File: src/vgrt_pkg.sv
// Package for the voxel grid ray traversal block: widths, codes and types.
// Used by all modules under src.
`timescale 1ns / 1ps
package vgrt_pkg;
    localparam int GRID_BITS_DEF = 4;
    localparam int POS_W = 17;
    localparam int DIR_W = 16;
    localparam int T_W   = 24;
    localparam logic [T_W-1:0] T_MAXVAL = 24'hFFFFFF;

    typedef enum logic [2:0] {
        ST_IDLE, ST_CLEAR, ST_DIV, ST_STEP, ST_LOOK, ST_OUT
    } vgrt_state_t;

    typedef enum logic [2:0] {
        FACE_POS_X = 3'd0, FACE_NEG_X = 3'd1, FACE_POS_Y = 3'd2,
        FACE_NEG_Y = 3'd3, FACE_POS_Z = 3'd4, FACE_NEG_Z = 3'd5
    } vgrt_face_t;

    localparam logic ACT_WRITE = 1'b0;
    localparam logic ACT_CAST  = 1'b1;

    // Controller to datapath commands.
    typedef struct packed {
        logic clr_start;   // clearing-pass request; held low, the pass runs from reset
        logic load;        // capture cast item, start division
        logic wr;          // grid write
        logic step;        // one DDA step
        logic look;        // evaluate looked-up voxel
    } vgrt_cmd_t;

    // Datapath to controller status.
    typedef struct packed {
        logic clr_done;
        logic div_done;
        logic zero_dir;
        logic out_grid;    // after step: left the grid
        logic solid;       // after lookup: solid voxel
        logic limit;       // step limit reached
    } vgrt_sts_t;
endpackage

File: src/vgrt_ctrl.sv
// Controller FSM for the voxel ray traversal block.
// Depends on vgrt_pkg.
`timescale 1ns / 1ps
module vgrt_ctrl import vgrt_pkg::*; (
    input  logic        aclk,
    input  logic        aresetn,
    input  logic        in_valid,
    input  logic        in_action,
    output logic        in_ready,
    output logic        res_valid,
    output logic        res_hit_set,
    input  logic        res_ready,
    output vgrt_cmd_t   cmd,
    input  vgrt_sts_t   sts
);
    vgrt_state_t state_reg, state_next;

    always_ff @(posedge aclk) begin
        if (!aresetn) begin
            state_reg <= ST_CLEAR;
        end else begin
            state_reg <= state_next;
        end
    end

    always_comb begin
        state_next  = state_reg;
        cmd         = '0;
        in_ready    = 1'b0;
        res_valid   = 1'b0;
        res_hit_set = 1'b0;
        case (state_reg)
            ST_CLEAR: begin
                if (sts.clr_done) state_next = ST_IDLE;
            end
            ST_IDLE: begin
                in_ready = 1'b1;
                if (in_valid) begin
                    if (in_action == ACT_WRITE) begin
                        cmd.wr = 1'b1;
                    end else begin
                        cmd.load   = 1'b1;
                        state_next = ST_DIV;
                    end
                end
            end
            ST_DIV: begin
                if (sts.zero_dir) state_next = ST_OUT;
                else if (sts.div_done) state_next = ST_STEP;
            end
            ST_STEP: begin
                cmd.step   = 1'b1;
                state_next = ST_LOOK;
            end
            ST_LOOK: begin
                cmd.look = 1'b1;
                if (sts.out_grid || sts.limit) state_next = ST_OUT;
                else if (sts.solid) begin
                    res_hit_set = 1'b1;
                    state_next  = ST_OUT;
                end else state_next = ST_STEP;
            end
            ST_OUT: begin
                res_valid = 1'b1;
                if (res_ready) state_next = ST_IDLE;
            end
            default: state_next = ST_IDLE;
        endcase
        cmd.clr_start = 1'b0;
    end
endmodule

File: config.mk
export PLATFORM = sky130hd
export DESIGN_NAME = vgrt_ctrl
export DESIGN_NICKNAME = d
export VERILOG_FILES = /design/src/vgrt_pkg.sv /design/src/vgrt_ctrl.sv
export SDC_FILE = /design/constraint.sdc
export NUM_CORES = 1
export LEC_CHECK = 0
export BUFFER_PORTS_ARGS = -buffer_cell sky130_fd_sc_hd__buf_4
export CORE_AREA = 2 2 39 41
export DETAILED_ROUTE_END_ITERATION = 12
export DIE_AREA = 0 0 41 43
export GPL_TIMING_DRIVEN = 1
export HOLD_SLACK_MARGIN = 0.08
export PLACE_DENSITY = 0.54
export SYNTH_ARGS = -nofsm -noshare
export SYNTH_HDL_FRONTEND = slang
export SYNTH_SLANG_ARGS = --single-unit
export TNS_END_PERCENT = 10
File: constraint.sdc
create_clock -name aclk -period 3.4 [get_ports aclk]
set_input_delay 0.17 -clock aclk [delete_from_list [all_inputs] [get_ports aclk]]
set_output_delay 0.17 -clock aclk [all_outputs]
set_load 0.01 [all_outputs]
# Yosys cells after proc, flatten, opt, wreduce, memory -nomap -nowiden
# Cells that the tools add are included.
[classes] n_addsub=0 mul=0 div_mod_pow=0 n_lt_le_gt_ge=0 eq_ne=10 shift=0 muxes=20 bitwise_logic=0 reduce_logical=3
[ops] op="two-way mux 3 bit" n=8
[ops] op="case mux 3 bit (6 select lines)" n=1
[ops] op="two-way mux 1 bit" n=9
[ops] op="!= test 2 bit (second input constant)" n=4
[ops] op="== test 3 x 2 -> 1 bit (second input constant)" n=2
[ops] op="== test 3 bit (second input constant)" n=2
[ops] op="AND reduction 5 bit" n=1
[ops] op="two-way mux 2 bit" n=2
[ops] op="== test 3 x 1 -> 1 bit (second input constant)" n=1
[ops] op="logical NOT 3 bit" n=1
[ops] op="!= test 3 bit (second input constant)" n=1
[ops] op="logical OR 1 bit" n=1
[totals] ff_bits=3 latchBits=0 ram_bits=0 romBits=0 output_inout_bits=8 memories=0

# Longest topological paths before layout
# Gate-level depths: netlist (run 1).
[depth] ltp_word=3 depth_mapped=4 depth_no_buf=3

# Worst setup path after synthesis (run 1)
# No wires, ideal clock.
[synth_timing] kind="register to register" from="register state_reg[2]" to="register state_reg[1]" setup_time_ps=72 arrival_ps=1271 required_time_ps=3328 path_slack_ps=2057 path_stages_with_launch=5 n_path_buf=1 period_less_slack_ps=1343 path_cell_list="dfxtp_1 > buf_6 > or4b_4 > o2bb2ai_4 > mux2i_1"
[synth_between] elab_chain_len=3 word_cells_on_any_way=13 classes_between="10 x eq/ne; 1 x mux; 2 x reduce/logical"
[synth_lines] element="start: declaration" line="vgrt_ctrl.sv:16" rtl="vgrt_state_t state_reg, state_next;"
[synth_lines] element="start signal: assignment" line="vgrt_ctrl.sv:22" rtl="state_reg <= state_next;"
[synth_lines] element="== test 3 x 2 -> 1 bit, or another cell as far along" line="vgrt_ctrl.sv:32" rtl="case (state_reg)"
[synth_lines] element="!= test 3 bit (no line) or != test 2 bit (tied branches)"
[synth_lines] element="AND reduction 5 bit (no line)"
# Parallel ways exist; a longest one is shown, timed or not.
# A chain may end at the register's enable or synchronous reset.

# Worst setup path after layout (run 1)
[layout_timing] from="register state_reg[2]" to="output port res_hit_set"
[layout_between] elab_chain_len=2
[layout_lines] element="== test 3 bit" line="vgrt_ctrl.sv:32"
[layout_lines] element="two-way mux 1 bit" line="vgrt_ctrl.sv:32"
[layout_lines] element="end: declaration" line="vgrt_ctrl.sv:11" rtl="output logic res_hit_set,"
# No other way between the ends.

==> impl_results.md, run 1 <==
- Clock Sinks: 3
- Routed via count: 313
- Latest clock arrival within the worst-skew pair: 230 ps
- Crit path largest cell delay: 490 ps
- Ys Warns: 0
- IO Pins: 19
- CP max FO: 10
- Pleak: 0.000200 uW
- Gpl congestion: 0.697
- Root buffer cell: clkbuf_4
- Cell count of the worst reg-to-reg path: 3
- Hold Buf Count CTS: 0
- Total clock buffers created by CTS: 3
- Origin of the critical flop-to-flop path: state_reg[1]
- CP Cell Sequence: nor3b_1 > and3_1 > buf_4
- Fmax: 0.630 GHz
- First-pass GRT wire length: 1320 um
- R2R setup slack: 1980 ps
- Core ar.: 0.00138 sq mm
- Total die area: 0.00176 sq mm
- Post-Syn Instances: 36
- Synth area leaders: dfxtp_1 (20%), o2bb2ai_4 (9.2%), a211oi_1 (5.0%), o31ai_1 (5.0%), or4b_4 (4.6%)
- Fin. Hold Viols: 0
- Iteration-0 DRC Markers: 1
- Count of different cell masters after synthesis: 26
- Clk slew on worst S/H paths: 30 ps
- I/O Buffers: 17
- DR pass1 iterations: 4
- Peak supply drop: 0.145 mV
- Worst setup endpoint: res_hit_set
- #FFs+latches synth: 3
- Antenna violations before repair: 0
- Final min period: 1590 ps
- RSZ-0062 raised after global routing: false
- Hold Path Class: input pin to register
- Drt total wl: 692 um
- Mapped Nets: 47
- CTS Buffer Depth: 2
- Die width: 41 um
- Crit path launch type: register
- Syn_area_per_cell: 8.34 sq um
- DP Area: 419 sq um
- Critical Path RT: 3230 ps
- Number of flip-flops in the largest register: 3
- Cell area after synthesis: 300 sq um
- Post-DP HPWL: 530 um
- Setup crit end kind: output port
- Yosys top cell area share: 0.200
- Fin area: 445 sq um
- Max-slew violations: 0
- Largest net degree at the start of global routing: 13
- Cell taking the most area after synthesis: dfxtp_1
- FF-to-FF End: state_reg[1]
- Most frequent cell after synthesis: dfxtp_1
- Setup bufs post-CTS: 0
- Number of core rows: 14
- Sequential cell area fraction in the yosys report: 0.200
- Hold WS: 214 ps
- WL/cell: 10.0 um
- ANT nets after route: 0
- Syn-to-layout area delta: 48.3%
- Fill cell count: 158
- Resized cells post-CTS: 0
- Avg Vias per Cell: 4.54
- Maxcap violations: 0
- CTS tree: yes
- Vias in the first global route: 327
- Power Density: 441 mW/mm^2
- WP data arrival: 1420 ps
- Number of flops mapped to enable cells by yosys: 0
- Ratio of cells with drive above 1 in the final layout: 0.415
- Setup TNS: 0 ps
- Fraction of registers with async set/reset: 0
- Top_reg_cell synth: dfxtp_1
- Fin crit share: 0.467
- N_diodes: 0
- Htree depth: 1
- Nets: 65
- Status: finished, final reports clean
- Total gr overflow: 0
- Starting Density: 0.217
- Crit-path slowest cell: dfxtp_1
- DRC: 0
- Clock Skew: 3.82 ps
- Total GRT Usage: 0.109
- Setup CP Type: register to output port
- Setup-failing EPs final: 0
- Setup crit start: state_reg[2]
- Vert. Die Dim: 43 um
## where the power goes
group          total [uW]  leakage [uW]  internal [uW]  switching (uW)
Clock                61.8     0.0000150           43.9            17.9
Combinational        76.5      0.000161           46.5            30.0
Sequential           58.3     0.0000247           42.0            16.3
Total                 197      0.000200            132            64.1
## routing by layer
| layer | routed length [um] | global-route usage | up-vias |
|---|---|---|---|
| met5 | 0 | 0 | - |
| met4 | 0 | 0.0400 | 0 |
| met3 | 29 | 0.0524 | 0 |
| met2 | 344 | 0.150 | 7 |
| met1 | 317 | 0.144 | 141 |
| li1 | - | - | 165 |
## per-stage QoR
step	worst slack, ps	power (uW)	utilization	instances
2_1_floorplan	2060	111	-	36
3_3_place_gp	2010	137	0.303	65
3_5_place_dp	1970	136	0.303	65
5_1_grt	1670	214	0.322	69
4_1_cts	1780	201	0.322	69
6_report	1810	197	0.322	69
## worst max-delay path: cells and delay by family (launching register included)
kind                   cells  cell delay [ps]
DFF                        1              490
and+or+nand+nor            2              580
buffers and inverters      1              120
## how the worst min path moves through the flow
stage,endpoint,slack [ps],cells past startpoint,from
after global routing,state_reg[2],230,3,aresetn
after CTS,state_reg[2],210,3,aresetn
after detailed placement,state_reg[2],450,3,aresetn
after global placement,state_reg[2],440,3,aresetn
final,state_reg[2],210,3,aresetn
after floorplan,state_reg[2],300,2,aresetn
## placed cells by master (no fill, tap or decap), drive strengths merged
master	count
nor2b	1
conb	1
nor2	2
clkbuf	4
nor4bb	1
buf	17
nand4b	1
a211oi	2
dfxtp	3
inv	1
o21ai	2
nand2	2
nor3	1
xnor2	1
a21oi	2
and2	1
or4b	1
nor3b	1
nand3b	1
mux2i	1
or3	1
and3b	1
and3	2
o31ai	2
o2bb2ai	1
## kinds of logic (layout without fill, tap and decap cells)
group                  after synthesis  in the layout  share of synthesized area
AND/OR/NAND/NOR                     16             16                      0.358
AO/OA/AOI/OAI                        9              9                      0.258
buffers and inverters                5             22                      0.108
flip-flops                           3              3                      0.200
other                                1              1                     0.0125
XOR/XNOR                             1              1                     0.0292
multiplexers                         1              1                     0.0333
## area by class of cell
class / count / area [sq um] / share of cell area
Inverter: 1 / 3.75 / 0.00843
Clock buffer: 4 / 26.3 / 0.0590
Sequential cell: 3 / 60.1 / 0.135
Tap cell: 16 / 20.0 / 0.0449
Timing Repair Buffer: 17 / 128 / 0.287
Multi-Input combinational cell: 28 / 208 / 0.466
(Power assumes the default switching activity.)
==> run 2: changes to the inputs <==
clock period = 1.5 ns   (was 3.4 ns; I/O delays follow)
==> run 2 against run 1 <==
  * Core utilization increased by 2.0 points
  * First-iteration DRC count down 100%
  * Non-clock buffer count is 3 higher
  * Largest cell class unchanged
  * Critical endpoint is now state_reg[1]
  * Highest routed layer is now met4
  * Largest power group unchanged
  * Sequential power is 100% higher
  * Register-to-register slack got worse by 1900 ps
==> impl_results.md, run 2 (synthesis gave the netlist of run 1 again) <==
- WL/cell: 9.76 um (-2.6%)
- Core ar.: 0.00138 sq mm (unchanged)
- Largest net degree at the start of global routing: 13 (unchanged)
- Commonest non-fill, non-tap cells in the layout: buf_4 (20), clkbuf_4 (3), dfxtp_1 (3)
- Reg power frac: 0.247 (-0.049)
- CTS Buffer Depth: 2 (unchanged)
- IO Pins: 19 (unchanged)
- Critical Path RT: 1670 ps (-1560 ps)
- Fmax: 0.719 GHz
- Nets: 68 (+4.6%)
- Setup crit end kind: register
- Routed via count: 309 (-1.3%)
- Clock Sinks: 3 (unchanged)
- Setup bufs post-CTS: 0 (unchanged)
- Origin of the critical flop-to-flop path: state_reg[0]
- Psw: 155 uW (+140%)
- Sw Share: 0.325 (-0.000905)
- RSZ-0062 raised after global routing: false
- Clk slew on worst S/H paths: 40 ps (about the same)
- DR pass1 iterations: 1 (-3)
- Avg Vias per Cell: 4.29 (-5.4%)
- Drt total wl: 703 um (+1.6%)
- Final min period: 1390 ps
- Peak supply drop: 0.281 mV (+95%)
- Fin area: 473 sq um (+6.2%)
- ANT nets after route: 0 (unchanged)
- CTS tree: yes
- Clock Skew: 1.52 ps (-2.29 ps)
- Status: finished, final reports clean
- Antenna violations before repair: 0 (unchanged)
- Clock power share: 0.300 (-0.014)
- Fin. Hold Viols: 0 (unchanged)
- Total GRT Usage: 0.104 (-0.00491)
- Gpl congestion: 0.725 (+3.9%)
- Setup CP Type: register to register
- WP data arrival: 1560 ps (+140 ps)
- Pleak: 0.000217 uW (+8.4%)
- Total clock buffers created by CTS: 3 (unchanged)
- DRC: 0 (unchanged)
- Die width: 41 um (unchanged)
- Syn-to-layout area delta: 57.5%
- Number of flip-flops in the largest register: 3 (unchanged)
- First-pass GRT wire length: 1210 um (-8.8%)
- CP max FO: 12 (+2)
- Power Density: 1010 mW/mm^2 (+130%)
- Commonest non-fill, non-tap cell in the layout: buf_4
- Post-DP HPWL: 546 um (+3.0%)
- Htree depth: 1 (unchanged)
- Hold path startpoint: aresetn
- Fin crit share: 0.928
- Cell Int Power: 321 uW (+140%)
- Starting Density: 0.217 (unchanged)
- N_diodes: 0 (unchanged)
- Setup TNS: 0 ps (unchanged)
- Number of core rows: 14 (unchanged)
- Ratio of cells with drive above 1 in the final layout: 0.464 (+0.0492)
- Combinational power share: 0.453 (+0.064)
- Maxcap violations: 0 (unchanged)
- Max-slew violations: 0 (unchanged)
- Total die area: 0.00176 sq mm (unchanged)
- Setup crit start: state_reg[0]
- DP Area: 442 sq um (+5.4%)
- Vert. Die Dim: 43 um (unchanged)
- I/O Buffers: 17 (unchanged)
- Root buffer cell: clkbuf_4
- Vias in the first global route: 319 (-2.4%)
- Hold Path Class: input pin to register
- Crit path launch type: register
- Hold Buf Count CTS: 0 (unchanged)
- Iteration-0 DRC Markers: 0 (-1)
- Total gr overflow: 0 (unchanged)
- Setup-failing EPs final: 0 (unchanged)
- Latest clock arrival within the worst-skew pair: 230 ps (about the same)
## run 2: area by class of cell
cell class,count,area [sq um]
Multi-Input combinational cell,28,213
Fill cell,153,911
Inverter,1,3.75
Clock buffer,4,26.3
Sequential cell,3,60.1
Timing Repair Buffer,20,150
Tap cell,16,20.0
## run 2: through the flow
step | instances | util | setup WS, ps | total power, uW | hold WS, ps
finish | 72 | 0.342 | 109 | 476 | 117
detailed placement | 68 | 0.319 | 130 | 332 | 348
global placement | 68 | 0.319 | 141 | 336 | 360
floorplan | 36 | - | 157 | 252 | 198
CTS | 72 | 0.338 | 25.2 | 483 | 105
global route | 72 | 0.342 | 29.4 | 514 | 119
## run 2: worst paths after layout
kind | to | cells after the start | slack, ps
worst max-delay path | state_reg[1] | 3 | 110
worst min-delay path | state_reg[2] | 3 | 120
worst max register to register | state_reg[1] | 3 | 110
worst min register to register | state_reg[1] | 3 | 620
## run 2: per-layer routing
| layer | up-vias | global-route usage | wire (um) |
|---|---|---|---|
| li1 | 168 | - | - |
| met1 | 130 | 0.125 | 329 |
| met2 | 9 | 0.147 | 334 |
| met3 | 2 | 0.0157 | 20 |
| met4 | 0 | 0.100 | 19 |
| met5 | - | 0 | 0 |
## run 2: power by group through the flow
stage | Combinational [uW] | Clock, uW | Sequential (uW)
floorplan | 151 | 0 | 101
CTS | 216 | 151 | 116
detailed placement | 215 | 0 | 117
finish | 216 | 143 | 117
global placement | 218 | 0 | 117
global route | 235 | 160 | 119
## run 2: critical path: stages (launching register included)
cell	delay, ps
dfxtp_1	410
or4b_4	570
o2bb2ai_4	170
mux2i_1	180
## run 2: what timing repair did
item,in CTS,in global routing
endpoints found under the setup margin,0,1
endpoints found under the hold margin,0,0
resized for setup,0,1
==> run 3: changes to the inputs <==
clock period = 1.65 ns   (was 1.5 ns; I/O delays follow)
==> run 3 against run 2 <==
  * Global-route usage down 0.81 points
  * Register-to-register slack improved by 120 ps
  * Clock power fell by 11%
  * Critical path type is now register to output port
  * Largest power group unchanged
==> impl_results.md, run 3 (synthesis gave the netlist of run 1 again) <==
- WP data arrival: 1420 ps (-140 ps)
- Clock Skew: 0.789 ps (-0.734 ps)
- Cell Int Power: 273 uW (-15%)
- Syn-to-layout area delta: 48.3%
- Total GRT Usage: 0.0963 (-0.00813)
- Largest net degree at the start of global routing: 13 (unchanged)
- Commonest non-fill, non-tap cells in the layout: buf_4 (17), clkbuf_4 (3), dfxtp_1 (3)
- N_diodes: 0 (unchanged)
- Setup-failing EPs final: 0 (unchanged)
- IO Pins: 19 (unchanged)
- Htree depth: 1 (unchanged)
- Number of core rows: 14 (unchanged)
- Final Non-Filler Cells: 69 (-4.2%)
- Gpl congestion: 0.713 (-1.5%)
- DRC: 0 (unchanged)
- Die width: 41 um (unchanged)
- Crit path launch type: register
- WL/cell: 9.94 um (+1.8%)
- Total clock buffers created by CTS: 3 (unchanged)
- Clock Sinks: 3 (unchanged)
- ANT nets after route: 0 (unchanged)
- Setup TNS: 0 ps (unchanged)
- Power Density: 909 mW/mm^2 (-9.7%)
- Number of flip-flops in the largest register: 3 (unchanged)
- Multi-input logic area: 208 sq um (-2.4%)
- Dpl cells: 65 (-4.4%)
- Post-DP HPWL: 526 um (-3.6%)
- Setup CP Type: register to output port
- Hold Buf Count CTS: 0 (unchanged)
- Pleak: 0.000200 uW (-7.7%)
- Hold Path Class: input pin to register
- Setup bufs post-CTS: 0 (unchanged)
- Sw Share: 0.326 (+0.00112)
- Peak supply drop: 0.434 mV (+54%)
- RSZ-0062 raised after global routing: false
- Fin. Hold Viols: 0 (unchanged)
- Max-slew violations: 0 (unchanged)
- Root buffer cell: clkbuf_4
- CTS tree: yes
- Core ar.: 0.00138 sq mm (unchanged)
- CP max FO: 10 (-2)
- Avg Vias per Cell: 4.55 (+6.0%)
- Nets: 65 (-4.4%)
- Final min period: 1510 ps
- Antenna violations before repair: 0 (unchanged)
- First-pass GRT wire length: 1170 um (-2.8%)
- Psw: 132 uW (-15%)
- Clk slew on worst S/H paths: 30 ps (about the same)
- Routed via count: 314 (+1.6%)
- Fin crit share: 0.912
- Iteration-0 DRC Markers: 0 (unchanged)
- Starting Density: 0.217 (unchanged)
- Drt total wl: 686 um (-2.4%)
- Vert. Die Dim: 43 um (unchanged)
- Setup crit end kind: output port
- Latest clock arrival within the worst-skew pair: 230 ps (about the same)
- I/O Buffers: 17 (unchanged)
- DR pass1 iterations: 1 (unchanged)
- Reg power frac: 0.297 (+0.050)
- Total die area: 0.00176 sq mm (unchanged)
- Resized cells post-CTS: 0 (unchanged)
- Fill cell count: 157 (+2.6%)
- Slew HR: 0.665
- CTS Buffer Depth: 2 (unchanged)
- Maxcap violations: 0 (unchanged)
- Ratio of cells with drive above 1 in the final layout: 0.415 (-0.0492)
- Critical Path RT: 1570 ps (-100 ps)
- Status: finished, final reports clean
- Total gr overflow: 0 (unchanged)
- Vias in the first global route: 284 (-11%)
- Combinational power share: 0.390 (-0.063)
- Commonest non-fill, non-tap cell in the layout: buf_4
- Clock power share: 0.313 (+0.013)
- Sequential cell area: 60.1 sq um (unchanged)
- Worst-Margin Slew: 500 ps
- Fmax: 0.664 GHz
-- run 3: cell count changes in the layout (fill, tap and decap cells not counted), sizes merged --
cell  previous run  this run
buf             20        17
-- run 3: worst max-delay path: stages, from the launching register on --
cell and delay (ps):
dfxtp_1 490, nor3b_1 370, and3_1 220, buf_4 120
-- run 3: area by class of cell --
type | count | share of cell area
multi-input cells | 28 | 0.466
clock buffers | 4 | 0.0590
repair buffers | 17 | 0.287
inverters | 1 | 0.00843
well taps | 16 | 0.0449
flip-flops and latches | 3 | 0.135
-- run 3: metal layers --
| layer | track usage | part of all wire | up-vias |
|---|---|---|---|
| met4 | 0.0200 | 0 | 0 |
| li1 | - | - | 165 |
| met5 | 0 | 0 | - |
| met3 | 0.0524 | 0.069 | 0 |
| met1 | 0.122 | 0.45 | 140 |
| met2 | 0.141 | 0.48 | 9 |
-- run 3: stage by stage --
stage	cell area, sq um	setup WS, ps	power (uW)	utilization	hold slack (ps)
global route	445	11.8	438	0.322	138
floorplan	300	307	229	-	213
finish	445	145	405	0.322	124
global placement	419	262	282	0.303	356
detailed placement	419	233	280	0.303	363
CTS	445	130	414	0.322	118
-- run 3: power by group through the flow --
stage                     logic, uW  clock network, uW  registers (uW)
after CTS                       159                134             120
after global placement          160                  0             122
after global routing            172                140             126
final                           158                127             120
after detailed placement        158                  0             122
after floorplan                 137                  0            92.1
-- run 3: worst paths after layout --
path,start,end,slack [ps],cells past startpoint
worst min-delay path,aresetn,state_reg[2],120,3
worst max register to register,state_reg[1],state_reg[1],230,3
worst min register to register,state_reg[1],state_reg[1],590,2
worst max-delay path,state_reg[2],res_hit_set,140,3
